--- src/design/lwcc_pkg.sv ---
// Shared constants and types of the load-window core-count governor.
package lwcc_pkg;

    localparam int WINDOW_LEN_DEF = 20;
    localparam int CORE_LIMIT_DEF = 16;

    localparam int LOAD_SCALE = 100;
    localparam int HALF_SCALE = 50;

    localparam int SAMPLE_W   = 16;
    localparam int SAMPLE_MAX = (2 ** SAMPLE_W) - 1;
    localparam int REG_CNT_W  = 5;
    localparam int TICKS_W    = 16;
    localparam int ACTION_W   = 2;
    // floor((65535 + 50) / 100) = 655 fits in 10 bits for any window length
    localparam int QUOT_W     = 10;

    localparam int CFG_IDX_W  = 8;
    localparam int CFG_DATA_W = 16;

    localparam logic [TICKS_W-1:0] VERIFY_TICKS_RST = 16'd12000;

    localparam logic [CFG_IDX_W-1:0] REG_ENABLE       = 8'd0;
    localparam logic [CFG_IDX_W-1:0] REG_MIN_CORES    = 8'd1;
    localparam logic [CFG_IDX_W-1:0] REG_MAX_CORES    = 8'd2;
    localparam logic [CFG_IDX_W-1:0] REG_VERIFY_TICKS = 8'd3;

    localparam logic [ACTION_W-1:0] ACT_NONE   = 2'd0;
    localparam logic [ACTION_W-1:0] ACT_VERIFY = 2'd1;
    localparam logic [ACTION_W-1:0] ACT_CHANGE = 2'd2;

    // One tick handed from the divider stage to the policy stage.
    typedef struct packed {
        logic              fire;
        logic              en;
        logic              mismatch;
        logic [QUOT_W-1:0] up_q;
        logic [QUOT_W-1:0] down_q;
    } step_t;

endpackage

--- src/design/lwcc_cell.sv ---
// One sample cell of the load window shift chain.
module lwcc_cell
    import lwcc_pkg::*;
(
    input  logic                clk,
    input  logic                rst_n,
    input  logic                shift,
    input  logic [SAMPLE_W-1:0] d,
    output logic [SAMPLE_W-1:0] q
);

    logic [SAMPLE_W-1:0] sample_reg;

    always_ff @(posedge clk or negedge rst_n)
    begin
        if (!rst_n)
        begin
            sample_reg <= '0;
        end
        else if (shift)
        begin
            sample_reg <= d;
        end
    end

    assign q = sample_reg;

endmodule

--- src/design/lwcc_policy.sv ---
// Hysteresis, clamp and verify policy; holds online count and verify state.
module lwcc_policy
    import lwcc_pkg::*;
#(
    parameter int WINDOW_LEN = WINDOW_LEN_DEF,
    parameter int CORE_LIMIT = CORE_LIMIT_DEF
)
(
    input  logic                               clk,
    input  logic                               rst_n,
    input  step_t                              step,
    input  logic                               arm,
    input  logic [$clog2(CORE_LIMIT+1)-1:0]    min_cnt,
    input  logic [$clog2(CORE_LIMIT+1)-1:0]    max_cnt,
    input  logic [TICKS_W-1:0]                 verify_ticks,
    output logic [ACTION_W-1:0]                res_action,
    output logic [$clog2(CORE_LIMIT+1)-1:0]    res_target,
    output logic [$clog2(CORE_LIMIT+1)-1:0]    res_online
);

    localparam int CNT_W = $clog2(CORE_LIMIT + 1);

    logic [TICKS_W-1:0] cd_reg;
    logic [TICKS_W-1:0] cd_next;
    logic               pend_reg;
    logic               pend_next;
    logic [CNT_W-1:0]   online_reg;
    logic [CNT_W-1:0]   online_next;

    logic [QUOT_W-1:0]  min_w;
    logic [QUOT_W-1:0]  max_w;
    logic [QUOT_W-1:0]  on_w;
    logic [QUOT_W-1:0]  up_c;
    logic [QUOT_W-1:0]  down_c;
    logic [TICKS_W-1:0] cd_dec;
    logic [CNT_W-1:0]   tgt;

    always_comb
    begin
        min_w = QUOT_W'(min_cnt);
        max_w = QUOT_W'(max_cnt);
        on_w  = QUOT_W'(online_reg);

        up_c = (step.up_q > max_w) ? max_w : step.up_q;
        if (up_c < min_w)
        begin
            up_c = min_w;
        end
        down_c = (step.down_q > max_w) ? max_w : step.down_q;
        if (down_c < min_w)
        begin
            down_c = min_w;
        end

        // grow only at or above N+0.5, shrink only below it
        if (up_c > on_w)
        begin
            tgt = CNT_W'(up_c);
        end
        else if (down_c < on_w)
        begin
            tgt = CNT_W'(down_c);
        end
        else
        begin
            tgt = online_reg;
        end

        cd_dec = (cd_reg != '0) ? cd_reg - TICKS_W'(1) : cd_reg;

        pend_next   = pend_reg;
        cd_next     = cd_reg;
        online_next = online_reg;
        res_action  = ACT_NONE;
        if (step.en)
        begin
            cd_next = cd_dec;
            if (pend_reg)
            begin
                if (cd_dec == '0)
                begin
                    res_action  = ACT_VERIFY;
                    pend_next   = 1'b0;
                    online_next = tgt;
                end
            end
            else if (tgt != online_reg)
            begin
                res_action  = ACT_CHANGE;
                online_next = tgt;
                if (step.mismatch)
                begin
                    pend_next = 1'b1;
                    cd_next   = verify_ticks;
                end
            end
        end

        res_target = step.en ? tgt : '0;
        res_online = online_next;
    end

    always_ff @(posedge clk or negedge rst_n)
    begin
        if (!rst_n)
        begin
            cd_reg     <= TICKS_W'(WINDOW_LEN);
            pend_reg   <= 1'b1;
            online_reg <= '0;
        end
        else if (arm)
        begin
            cd_reg   <= TICKS_W'(WINDOW_LEN);
            pend_reg <= 1'b1;
        end
        else if (step.fire)
        begin
            cd_reg     <= cd_next;
            pend_reg   <= pend_next;
            online_reg <= online_next;
        end
    end

endmodule

--- src/design/load_window_core_count_governor_core.sv ---
// Top level of the load-window core-count governor.
// Takes one tick beat per clock when not stalled: a beat is accepted whenever in_valid is high
// and in_stall is low, and its result reaches the output register through three register
// stages: window chain and running sum, reciprocal divider, policy/output register. Throughput is
// one beat per cycle; it drops only while the downstream side holds out_stall, which backs up
// through the three registered stages to in_stall. The load window is a chain of WINDOW_LEN
// sample cells that shifts once per enabled tick; the cell at the far end is the sample that
// leaves the window sum. The average and the N+/-0.5 thresholds are folded into two constant
// divisions of the window sum by WINDOW_LEN*100, each done with one reciprocal multiplier.
// Configuration writes are taken every cycle (cfg_ready is tied high) and must be issued
// only while no beat is in flight. No clearing pass is needed after reset.
module load_window_core_count_governor_core
    import lwcc_pkg::*;
#(
    parameter int WINDOW_LEN = WINDOW_LEN_DEF,
    parameter int CORE_LIMIT = CORE_LIMIT_DEF
)
(
    input  logic                            clk,
    input  logic                            rst_n,
    // tick input channel
    input  logic                            in_valid,
    output logic                            in_stall,
    input  logic [SAMPLE_W-1:0]             load_sample,
    input  logic                            cores_mismatch,
    // result channel
    output logic                            out_valid,
    input  logic                            out_stall,
    output logic [ACTION_W-1:0]             action,
    output logic [$clog2(CORE_LIMIT+1)-1:0] target_cores,
    output logic [$clog2(CORE_LIMIT+1)-1:0] online_cores,
    // register write channel
    input  logic                            cfg_valid,
    output logic                            cfg_ready,
    input  logic [CFG_IDX_W-1:0]            cfg_index,
    input  logic [CFG_DATA_W-1:0]           cfg_data
);

    localparam int CNT_W       = $clog2(CORE_LIMIT + 1);
    localparam int SUM_W       = $clog2(WINDOW_LEN * SAMPLE_MAX + 1);
    localparam int HALF_BIAS   = WINDOW_LEN * HALF_SCALE;
    localparam int DIVISOR     = WINDOW_LEN * LOAD_SCALE;
    localparam int NUM_W       = $clog2(WINDOW_LEN * SAMPLE_MAX + HALF_BIAS + 1);
    localparam int DIV_W       = $clog2(DIVISOR + 1);
    // shift of NUM_W + DIV_W makes ceil(2^s / d) exact for every numerator below 2^NUM_W
    localparam int RECIP_SHIFT = NUM_W + DIV_W;
    localparam int RECIP_W     = NUM_W + 2;
    localparam int PROD_W      = NUM_W + RECIP_W;
    localparam logic [63:0] RECIP_FULL =
        ((64'd1 << RECIP_SHIFT) + 64'(DIVISOR) - 64'd1) / 64'(DIVISOR);
    localparam logic [RECIP_W-1:0] RECIP = RECIP_FULL[RECIP_W-1:0];

    // ---------------- configuration registers ----------------
    logic                 enable_reg;
    logic [CNT_W-1:0]     min_reg;
    logic [CNT_W-1:0]     min_next;
    logic [CNT_W-1:0]     max_reg;
    logic [CNT_W-1:0]     max_next;
    logic [TICKS_W-1:0]   vticks_reg;
    logic                 cfg_wr;
    logic                 arm;
    logic [QUOT_W-1:0]    mn;
    logic [QUOT_W-1:0]    mx;

    assign cfg_ready = 1'b1;
    assign cfg_wr    = cfg_valid && cfg_ready;
    // every write of 1 to enable re-arms the startup verify
    assign arm       = cfg_wr && (cfg_index == REG_ENABLE) && cfg_data[0];

    // Limits are sanitized together on a write to either: raise to 1, cap at CORE_LIMIT,
    // then keep min at or below max.
    always_comb
    begin
        mn = (cfg_index == REG_MIN_CORES) ? QUOT_W'(cfg_data[REG_CNT_W-1:0]) : QUOT_W'(min_reg);
        mx = (cfg_index == REG_MAX_CORES) ? QUOT_W'(cfg_data[REG_CNT_W-1:0]) : QUOT_W'(max_reg);
        if (mn < QUOT_W'(1))
        begin
            mn = QUOT_W'(1);
        end
        if (mx < QUOT_W'(1))
        begin
            mx = QUOT_W'(1);
        end
        if (mn > QUOT_W'(CORE_LIMIT))
        begin
            mn = QUOT_W'(CORE_LIMIT);
        end
        if (mx > QUOT_W'(CORE_LIMIT))
        begin
            mx = QUOT_W'(CORE_LIMIT);
        end
        if (mn > mx)
        begin
            mn = mx;
        end
        min_next = CNT_W'(mn);
        max_next = CNT_W'(mx);
    end

    always_ff @(posedge clk or negedge rst_n)
    begin
        if (!rst_n)
        begin
            enable_reg <= 1'b0;
            min_reg    <= CNT_W'(1);
            max_reg    <= CNT_W'(CORE_LIMIT);
            vticks_reg <= VERIFY_TICKS_RST;
        end
        else if (cfg_wr)
        begin
            case (cfg_index)
                REG_ENABLE:
                begin
                    enable_reg <= cfg_data[0];
                end
                REG_MIN_CORES, REG_MAX_CORES:
                begin
                    min_reg <= min_next;
                    max_reg <= max_next;
                end
                REG_VERIFY_TICKS:
                begin
                    vticks_reg <= cfg_data[TICKS_W-1:0];
                end
                default:
                begin
                    // unknown index: dropped
                end
            endcase
        end
    end

    // ---------------- pipeline flow control ----------------
    logic s1_v_reg;
    logic s2_v_reg;
    logic out_v_reg;
    logic out_load;
    logic s2_move;
    logic s1_move;
    logic in_acc;

    assign out_load = !out_v_reg || !out_stall;
    assign s2_move  = s2_v_reg && out_load;
    assign s1_move  = s1_v_reg && (!s2_v_reg || s2_move);
    assign in_stall = s1_v_reg && !s1_move;
    assign in_acc   = in_valid && !in_stall;

    // ---------------- stage 1: window chain and running sum ----------------
    logic                shift_en;
    logic [SAMPLE_W-1:0] link [WINDOW_LEN+1];
    logic [SUM_W-1:0]    sum_reg;
    logic [SUM_W-1:0]    sum_next;
    logic                s1_en_reg;
    logic                s1_mis_reg;

    assign shift_en = in_acc && enable_reg;
    assign link[0]  = load_sample;

    for (genvar g = 0; g < WINDOW_LEN; g++)
    begin : g_cell
        lwcc_cell u_cell (
            .clk   (clk),
            .rst_n (rst_n),
            .shift (shift_en),
            .d     (link[g]),
            .q     (link[g+1])
        );
    end

    // oldest sample leaves the sum as the new one enters
    assign sum_next = sum_reg - SUM_W'(link[WINDOW_LEN]) + SUM_W'(load_sample);

    always_ff @(posedge clk or negedge rst_n)
    begin
        if (!rst_n)
        begin
            sum_reg  <= '0;
            s1_v_reg <= 1'b0;
        end
        else
        begin
            if (shift_en)
            begin
                sum_reg <= sum_next;
            end
            if (in_acc)
            begin
                s1_v_reg <= 1'b1;
            end
            else if (s1_move)
            begin
                s1_v_reg <= 1'b0;
            end
        end
    end

    always_ff @(posedge clk)
    begin
        if (in_acc)
        begin
            s1_en_reg  <= enable_reg;
            s1_mis_reg <= cores_mismatch;
        end
    end

    // ---------------- stage 2: threshold quotients ----------------
    // up = floor((sum - W*50) / (W*100)), down = floor((sum + W*50) / (W*100)),
    // which equal the thresholds taken on the integer average.
    logic [NUM_W-1:0]  up_num;
    logic [NUM_W-1:0]  down_num;
    logic [PROD_W-1:0] up_prod;
    logic [PROD_W-1:0] down_prod;
    logic              s2_en_reg;
    logic              s2_mis_reg;
    logic [QUOT_W-1:0] up_q_reg;
    logic [QUOT_W-1:0] down_q_reg;

    always_comb
    begin
        up_num    = (NUM_W'(sum_reg) >= NUM_W'(HALF_BIAS))
                  ? NUM_W'(sum_reg) - NUM_W'(HALF_BIAS) : '0;
        down_num  = NUM_W'(sum_reg) + NUM_W'(HALF_BIAS);
        up_prod   = PROD_W'(up_num) * PROD_W'(RECIP);
        down_prod = PROD_W'(down_num) * PROD_W'(RECIP);
    end

    always_ff @(posedge clk or negedge rst_n)
    begin
        if (!rst_n)
        begin
            s2_v_reg <= 1'b0;
        end
        else if (s1_move)
        begin
            s2_v_reg <= 1'b1;
        end
        else if (s2_move)
        begin
            s2_v_reg <= 1'b0;
        end
    end

    always_ff @(posedge clk)
    begin
        if (s1_move)
        begin
            s2_en_reg  <= s1_en_reg;
            s2_mis_reg <= s1_mis_reg;
            up_q_reg   <= up_prod[RECIP_SHIFT +: QUOT_W];
            down_q_reg <= down_prod[RECIP_SHIFT +: QUOT_W];
        end
    end

    // ---------------- stage 3: policy and output register ----------------
    step_t               step;
    logic [ACTION_W-1:0] res_action;
    logic [CNT_W-1:0]    res_target;
    logic [CNT_W-1:0]    res_online;
    logic [ACTION_W-1:0] action_reg;
    logic [CNT_W-1:0]    target_reg;
    logic [CNT_W-1:0]    online_reg;

    assign step.fire     = s2_move;
    assign step.en       = s2_en_reg;
    assign step.mismatch = s2_mis_reg;
    assign step.up_q     = up_q_reg;
    assign step.down_q   = down_q_reg;

    lwcc_policy #(
        .WINDOW_LEN (WINDOW_LEN),
        .CORE_LIMIT (CORE_LIMIT)
    ) u_policy (
        .clk          (clk),
        .rst_n        (rst_n),
        .step         (step),
        .arm          (arm),
        .min_cnt      (min_reg),
        .max_cnt      (max_reg),
        .verify_ticks (vticks_reg),
        .res_action   (res_action),
        .res_target   (res_target),
        .res_online   (res_online)
    );

    always_ff @(posedge clk or negedge rst_n)
    begin
        if (!rst_n)
        begin
            out_v_reg <= 1'b0;
        end
        else if (s2_move)
        begin
            out_v_reg <= 1'b1;
        end
        else if (out_load)
        begin
            out_v_reg <= 1'b0;
        end
    end

    always_ff @(posedge clk)
    begin
        if (s2_move)
        begin
            action_reg <= res_action;
            target_reg <= res_target;
            online_reg <= res_online;
        end
    end

    assign out_valid    = out_v_reg;
    assign action       = action_reg;
    assign target_cores = target_reg;
    assign online_cores = online_reg;

endmodule

--- config.mk ---
export PLATFORM = sky130hd
export DESIGN_NAME = load_window_core_count_governor_core
export DESIGN_NICKNAME = d
export VERILOG_FILES = /design/src/design/lwcc_pkg.sv /design/src/design/lwcc_cell.sv /design/src/design/lwcc_policy.sv /design/src/design/load_window_core_count_governor_core.sv
export SDC_FILE = /design/constraint.sdc
export NUM_CORES = 2
export LEC_CHECK = 0
export ABC_AREA = 1
export BUFFER_PORTS_ARGS = -buffer_cell sky130_fd_sc_hd__buf_2
export CAP_MARGIN = 0
export CORE_ASPECT_RATIO = 2
export CORE_UTILIZATION = 45
export DETAILED_ROUTE_END_ITERATION = 8
export SLEW_MARGIN = 15
export SYNTH_ARGS = -nofsm -noshare
export SYNTH_HDL_FRONTEND = slang
export SYNTH_SLANG_ARGS = --single-unit
--- constraint.sdc ---
create_clock -name clk -period 9.6 [get_ports clk]
set_input_delay 0.96 -clock clk [delete_from_list [all_inputs] [get_ports clk]]
set_output_delay 0.96 -clock clk [all_outputs]
set_load 0.005 [all_outputs]
# Yosys cells after proc, flatten, opt, wreduce, memory -nomap -nowiden
# Cells that the tools add are included.
[word_totals] ff_bits=429 in_bits=46 output_inout_bits=15 word_cells=133
[op_classes] bitwise_logic=1 eq_ne=4 magnitude_cmp=12 add_sub_neg=5 reduce_logical=28 n_mux=41 multipliers=2
[ops] op="16-bit 2-to-1 mux" count=7
[ops] op="21-bit by 20-bit multiplier with 40-bit output (second input constant)" count=2
[ops] op="10-bit 2-to-1 mux" count=6
[ops] op="5-bit 2-to-1 mux" count=11
[ops] op="10-bit by 5-bit greater-than comparator with 1-bit output" count=4
[ops] op="10-bit by 5-bit < comparator with 1-bit output" count=3
[ops] op="21-bit by 10-bit adder with 21-bit output (second input constant)" count=1
[ops] op="21-bit by 16-bit adder with 21-bit output" count=1
[ops] op="21-bit by 10-bit greater-or-equal comparator with 1-bit output (second input constant)" count=1
[ops] op="21-bit 2-to-1 mux" count=1
[ops] op="21-bit by 10-bit subtractor with 21-bit output (second input constant)" count=1
[ops] op="21-bit by 16-bit subtractor with 21-bit output" count=1
[ops] op="10-bit by 5-bit greater-than comparator with 1-bit output (second input constant)" count=2
[ops] op="8-bit by 2-bit == test with 1-bit output (second input constant)" count=2
[ops] op="16-bit logical NOT" count=1
[ops] op="16-bit nonzero test" count=1
[ops] op="16-bit by 1-bit subtractor with 16-bit output (second input constant)" count=1
[ops] op="1-bit 2-to-1 mux" count=14
[ops] op="5-bit by 1-bit < comparator with 1-bit output (second input constant)" count=2
[ops] op="2-bit AND reduction" count=5
[ops] op="2-bit nonzero test" count=5
[ops] op="8-bit by 1-bit == test with 1-bit output (second input constant)" count=1
[ops] op="8-bit logical NOT" count=1
[ops] op="1-bit logical AND" count=7
[ops] op="other kinds (6)" count=12

# Depth between registers and ports, before layout
[logic_depth] depth_word=13 mapped_depth=39 mapped_depth_nobuf=37

# Cells and area by module
# Synthesis repeated with hierarchy kept, for this count alone.
[hier_totals] cells_unflattened=4251 hier_area_um2=34787.1
[by_module_without_submodules] module="load_window_core_count_governor_core" n_inst=1 seq_area_each_um2=2368.5 area_each_um2=18915.6 cells_each=2410
[by_module_without_submodules] module="lwcc_cell" n_inst=20 seq_area_each_um2=400.4 area_each_um2=644.4 cells_each=68
[by_module_without_submodules] module="lwcc_policy" n_inst=1 seq_area_each_um2=554.3 area_each_um2=2984.1 cells_each=481

# Worst setup path after synthesis
# Ideal clock, no wire load.
[synth_timing] path_type="register to register" startpoint="reg sum_reg[3]" endpoint="reg up_q_reg[7], data pin" period_less_slack_ns=7.551 path_buffers=2 arrival_ns=7.286 path_stages_with_launch=39 path_slack_ns=2.049 cell_sequence="dfrtp_1 -> clkbuf_1 -> inv_1 -> ha_1 -> or2_2 -> nor2_1 -> nand3_1 -> nand3_1 -> nand2_1 -> nand2_1 -> nand2_1 -> nand2_1 -> a31oi_1 -> clkinv_1 -> clkbuf_1 -> nand3_1 -> inv_1 -> ha_1 -> [3 not listed] -> fa_1 -> inv_1 -> fa_1 -> fa_1 -> inv_1 -> fa_1 -> inv_1 -> ha_1 -> nand2_1 -> nor2_1 -> o21ai_0 -> nand3_1 -> a221oi_1 -> nand2_1 -> nand3_1 -> and2_1 -> o21ai_0 -> xor2_1"
[synth_between] elab_chain_len=3 word_cells_on_any_way=4 classes_between="add/sub: 1; mul: 1; order compare: 1; mux: 1"
[synth_rtl] element="start, declared" line_no="load_window_core_count_governor_core.sv:151" rtl="logic [SUM_W-1:0] sum_reg;"
[synth_rtl] element="start signal, assigned" line_no="load_window_core_count_governor_core.sv:184" rtl="sum_reg <= sum_next;"
[synth_rtl] element="21-bit by 10-bit subtractor with 21-bit output or 21-bit by 10-bit greater-or-equal comparator with 1-bit output (tied branches)" line_no="load_window_core_count_governor_core.sv:221, load_window_core_count_governor_core.sv:220"
[synth_rtl] element="21-bit 2-to-1 mux *" line_no="load_window_core_count_governor_core.sv:221" rtl="? NUM_W'(sum_reg) - NUM_W'(HALF_BIAS) : '0;"
[synth_rtl] element="21-bit by 20-bit multiplier with 40-bit output *" line_no="load_window_core_count_governor_core.sv:223" rtl="up_prod = PROD_W'(up_num) * PROD_W'(RECIP);"
[synth_rtl] element="named net up_prod[39]" line_no="load_window_core_count_governor_core.sv:211" rtl="logic [PROD_W-1:0] up_prod;"
[synth_rtl] element="end signal, assigned" line_no="load_window_core_count_governor_core.sv:249" rtl="up_q_reg <= up_prod[RECIP_SHIFT +: QUOT_W];"
[synth_rtl] element="end, declared" line_no="load_window_core_count_governor_core.sv:215" rtl="logic [QUOT_W-1:0] up_q_reg;"
# The timed path passes the listed nets; every way through them passes the cells marked *.
# A chain may end at the register's enable or synchronous reset.

# Worst setup path after layout
[layout_timing] startpoint="reg sum_reg[3]" endpoint="reg up_q_reg[9], data pin"
# The elaborated chain is that of the path after synthesis.

==> flow_summary_export.csv <==
group,metric,value,unit
synth,ys_ff_latch,429,
worst_setup_path,crit_arrival,8740,ps
sta,rsz0062_at_grt,"no",
synth,synth_compound_area_share,10.2,%
route,vias_per_cell,5.06,
route,ant_nets,0,
sta,min_period,8380,ps
cts,clockRootBuffer,"clkbuf_16",
floorplanning,die_height,373,µm
synth,postSynthAreaPerCell,8.90,µm²
floorplanning,die_w,188,µm
grt,grt_pass1_wl,121000,µm
worst_setup_path,critPathLaunchType,"flop",
route,initialDrtViolationCount,1001,
synth,yosys.area_share.simple,12.8,%
synth,syn_area,31000,µm²
synth,synth_warnings,0,
placed_design,portBuffers,59,
cells_and_area,final_cell_mix,"713 x inv_1, 672 x nand2_1, 422 x o21ai_0",
grt,grt_pass1_vias,23500,
flow_run,drv_cap,0,
worst_setup_path,crit_fanout,19,
grt,grtUsageTotal,21.9,%
sta,hold_viol,0,
cts,insertion_delay,620,ps
cts,clk_pin_slew,70,ps
cts,cts_sinks,429,
worst_setup_path,cp.required,9960,ps
route,wl_per_cell,16.8,µm
grt,grt_overflow,0,
sta,max_freq,119,MHz
synth,synth_fa_ha_area_share,29.6,%
cts,postCtsSetupBuffers,0,
synth,yosys.area_share.xor_xnor,1.95,%
cells_and_area,layout_commonest_cell,"inv_1",
floorplanning,io_pins,61,
sta,worst_slew_pin_slew,1120,ps
synth,synth_edf_count,36,
cts,hold_buffers,0,
synth,synth-seq-area-share,35.3,%
synth,muxShareOfSynthArea,0.400,%
sta,finalSetupViolations,0,
cells_and_area,diodes,0,
sta,fin_skew,45.8,ps
synth,syn_inst,3483,
sta,slew_violations,0,
sta,slew_headroom,25.1,%
worst_setup_path,cp_common_cell,"nand2_1",
cts,cts_tree,"done",
cells_and_area,final_net_count,4175,
floorplanning,start_util,45.6,%
route,finalWirelength,74700,µm
route,dr.pass1.iters,5,
floorplanning,dieArea,70000,µm²
sta,fin_tns_setup,0,ps
placed_design,dp_hpwl,59200,µm
synth,synth_top_family_by_area,"adder cells",
route,drc,0,
route,vias,22400,
cts,clock_path_buffers,3,
synth,synth_nets,4144,
synth,ys_async_sr_fraction,91.6,%
cells_and_area,drive_gt1_share,5.55,%
status,outcome,"completed",
grt,grt_max_degree,198,
synth,synthFlopType,"dfrtp_1",
worst_setup_path,end_kind,"flop",
worst_setup_path,critPathKind,"reg2reg",
cts,cts_resized,0,
worst_hold_path,min_path_type,"in2async",
cells_and_area,n_fill_cell,6574,
placed_design,gp_congestion,0.944,
cts,cts_made_buffers,42,
sta,period_share,87.2,%
cells_and_area,syn_to_final_growth,8.51,%
floorplanning,coreArea,67900,µm²
cts,cts_max_level,2,
synth,ys_types,55,
floorplanning,rows,135,
worst_setup_path,crit_slowest_cell,"fa_1",
worst_setup_path,cpPeakStageDelay,550,ps
cells_and_area,largest_reg_flops,320,
grt,antenna_found_initial,0,
==> final timing paths <==
path / from / to / slack, ps / cells past startpoint
max: sum_reg[3]$_DFFE_PN0P_ / up_q_reg[9]$_DFFE_PP_ / 1220 / 36
min: rst_n / u_policy.online_reg[4]$_DFFE_PN0P_ / 330 / 1
min in group clk: s1_en_reg$_DFFE_PP_ / s2_en_reg$_DFFE_PP_ / 420 / 0
min reg2reg: s1_en_reg$_DFFE_PP_ / s2_en_reg$_DFFE_PP_ / 420 / 0
max in group asynchronous: rst_n / g_cell[14].u_cell.q[13]$_DFFE_PN0P_ / 7740 / 2
max reg2reg: sum_reg[3]$_DFFE_PN0P_ / up_q_reg[9]$_DFFE_PP_ / 1220 / 36
==> layout make-up <==
type	instances	area, µm²	area share, %
timing repair buffer	76	445	1.32
sequential	429	10900	32.5
clock buffer	62	1220	3.62
inverter	718	2700	8.04
clock inverter	15	195	0.580
tap	890	1110	3.31
multi-input combinational	2247	17000	50.6
==> stage by stage <==
step / util (%) / setup slack (ps) / cell area (µm²) / hold WS (ps) / cells
finish: 49.5 / 1220 / 33600 / 326 / 4437
CTS: 49.5 / 1220 / 33600 / 375 / 4437
floorplan: - / 2050 / 31000 / 400 / 3483
global placement: 47.4 / 1370 / 32200 / 403 / 4360
detailed placement: 47.4 / 1230 / 32200 / 407 / 4360
global route: 49.5 / 549 / 33600 / 389 / 4437
==> metal layers <==
| layer | vias to the layer above | track usage, % | part of all wire, % |
|---|---|---|---|
| met1 | 10700 | 20.8 | 34 |
| met3 | 243 | 2.65 | 2.4 |
| met2 | 383 | 42.3 | 55 |
| met5 | - | 0 | 0 |
| met4 | 0 | 16.6 | 8.5 |
| li1 | 11100 | - | - |
==> critical path, delay by kind of cell, from the launching register on <==
family / cells / cell delay, ps
xor+xnor: 1 / 150
buf+inv: 7 / 1320
compound gates: 4 / 740
simple gates: 15 / 1720
flops: 1 / 470
fa+ha+maj: 9 / 3730
==> kinds of logic after synthesis <==
kind of cell	count (synthesis)
and+or+nand+nor	955
buffers and inverters	807
adders and majority gates	615
AOI/OAI and AO/OA	596
DFF	429
xor gates and xnor gates	69
muxes	11
other	1
==> cell usage after synthesis (all sizes together), types with 4 or more instances <==
| cell | number | area [µm²] |
|---|---|---|
| a21o | 6 | 45.0 |
| buf | 9 | 50.0 |
| dfrtp | 381 | 9530 |
| o211ai | 7 | 52.6 |
| mux2 | 11 | 124 |
| nor4 | 8 | 56.3 |
| clkinv | 5 | 18.8 |
| nand3b | 4 | 30.0 |
| or2 | 8 | 50.1 |
| o21bai | 5 | 37.5 |
| nor2 | 95 | 362 |
| a21oi | 100 | 500 |
| nand2 | 687 | 2630 |
| fa | 198 | 3960 |
| xnor2 | 13 | 114 |
| inv | 713 | 2680 |
| clkbuf | 80 | 300 |
| dfstp | 12 | 315 |
| o21ai | 437 | 2210 |
| o22ai | 6 | 37.5 |
| nand3 | 108 | 558 |
| nand4 | 20 | 125 |
| o221ai | 5 | 43.8 |
| nor3 | 17 | 85.1 |
| ha | 417 | 5220 |
| xor2 | 56 | 490 |
| a31oi | 8 | 50.1 |
| a211oi | 6 | 45.0 |
| edfxtp | 36 | 1080 |
Power is not shown: default switching activity piles up to over one toggle a cycle in this logic, so the estimate is an artifact.
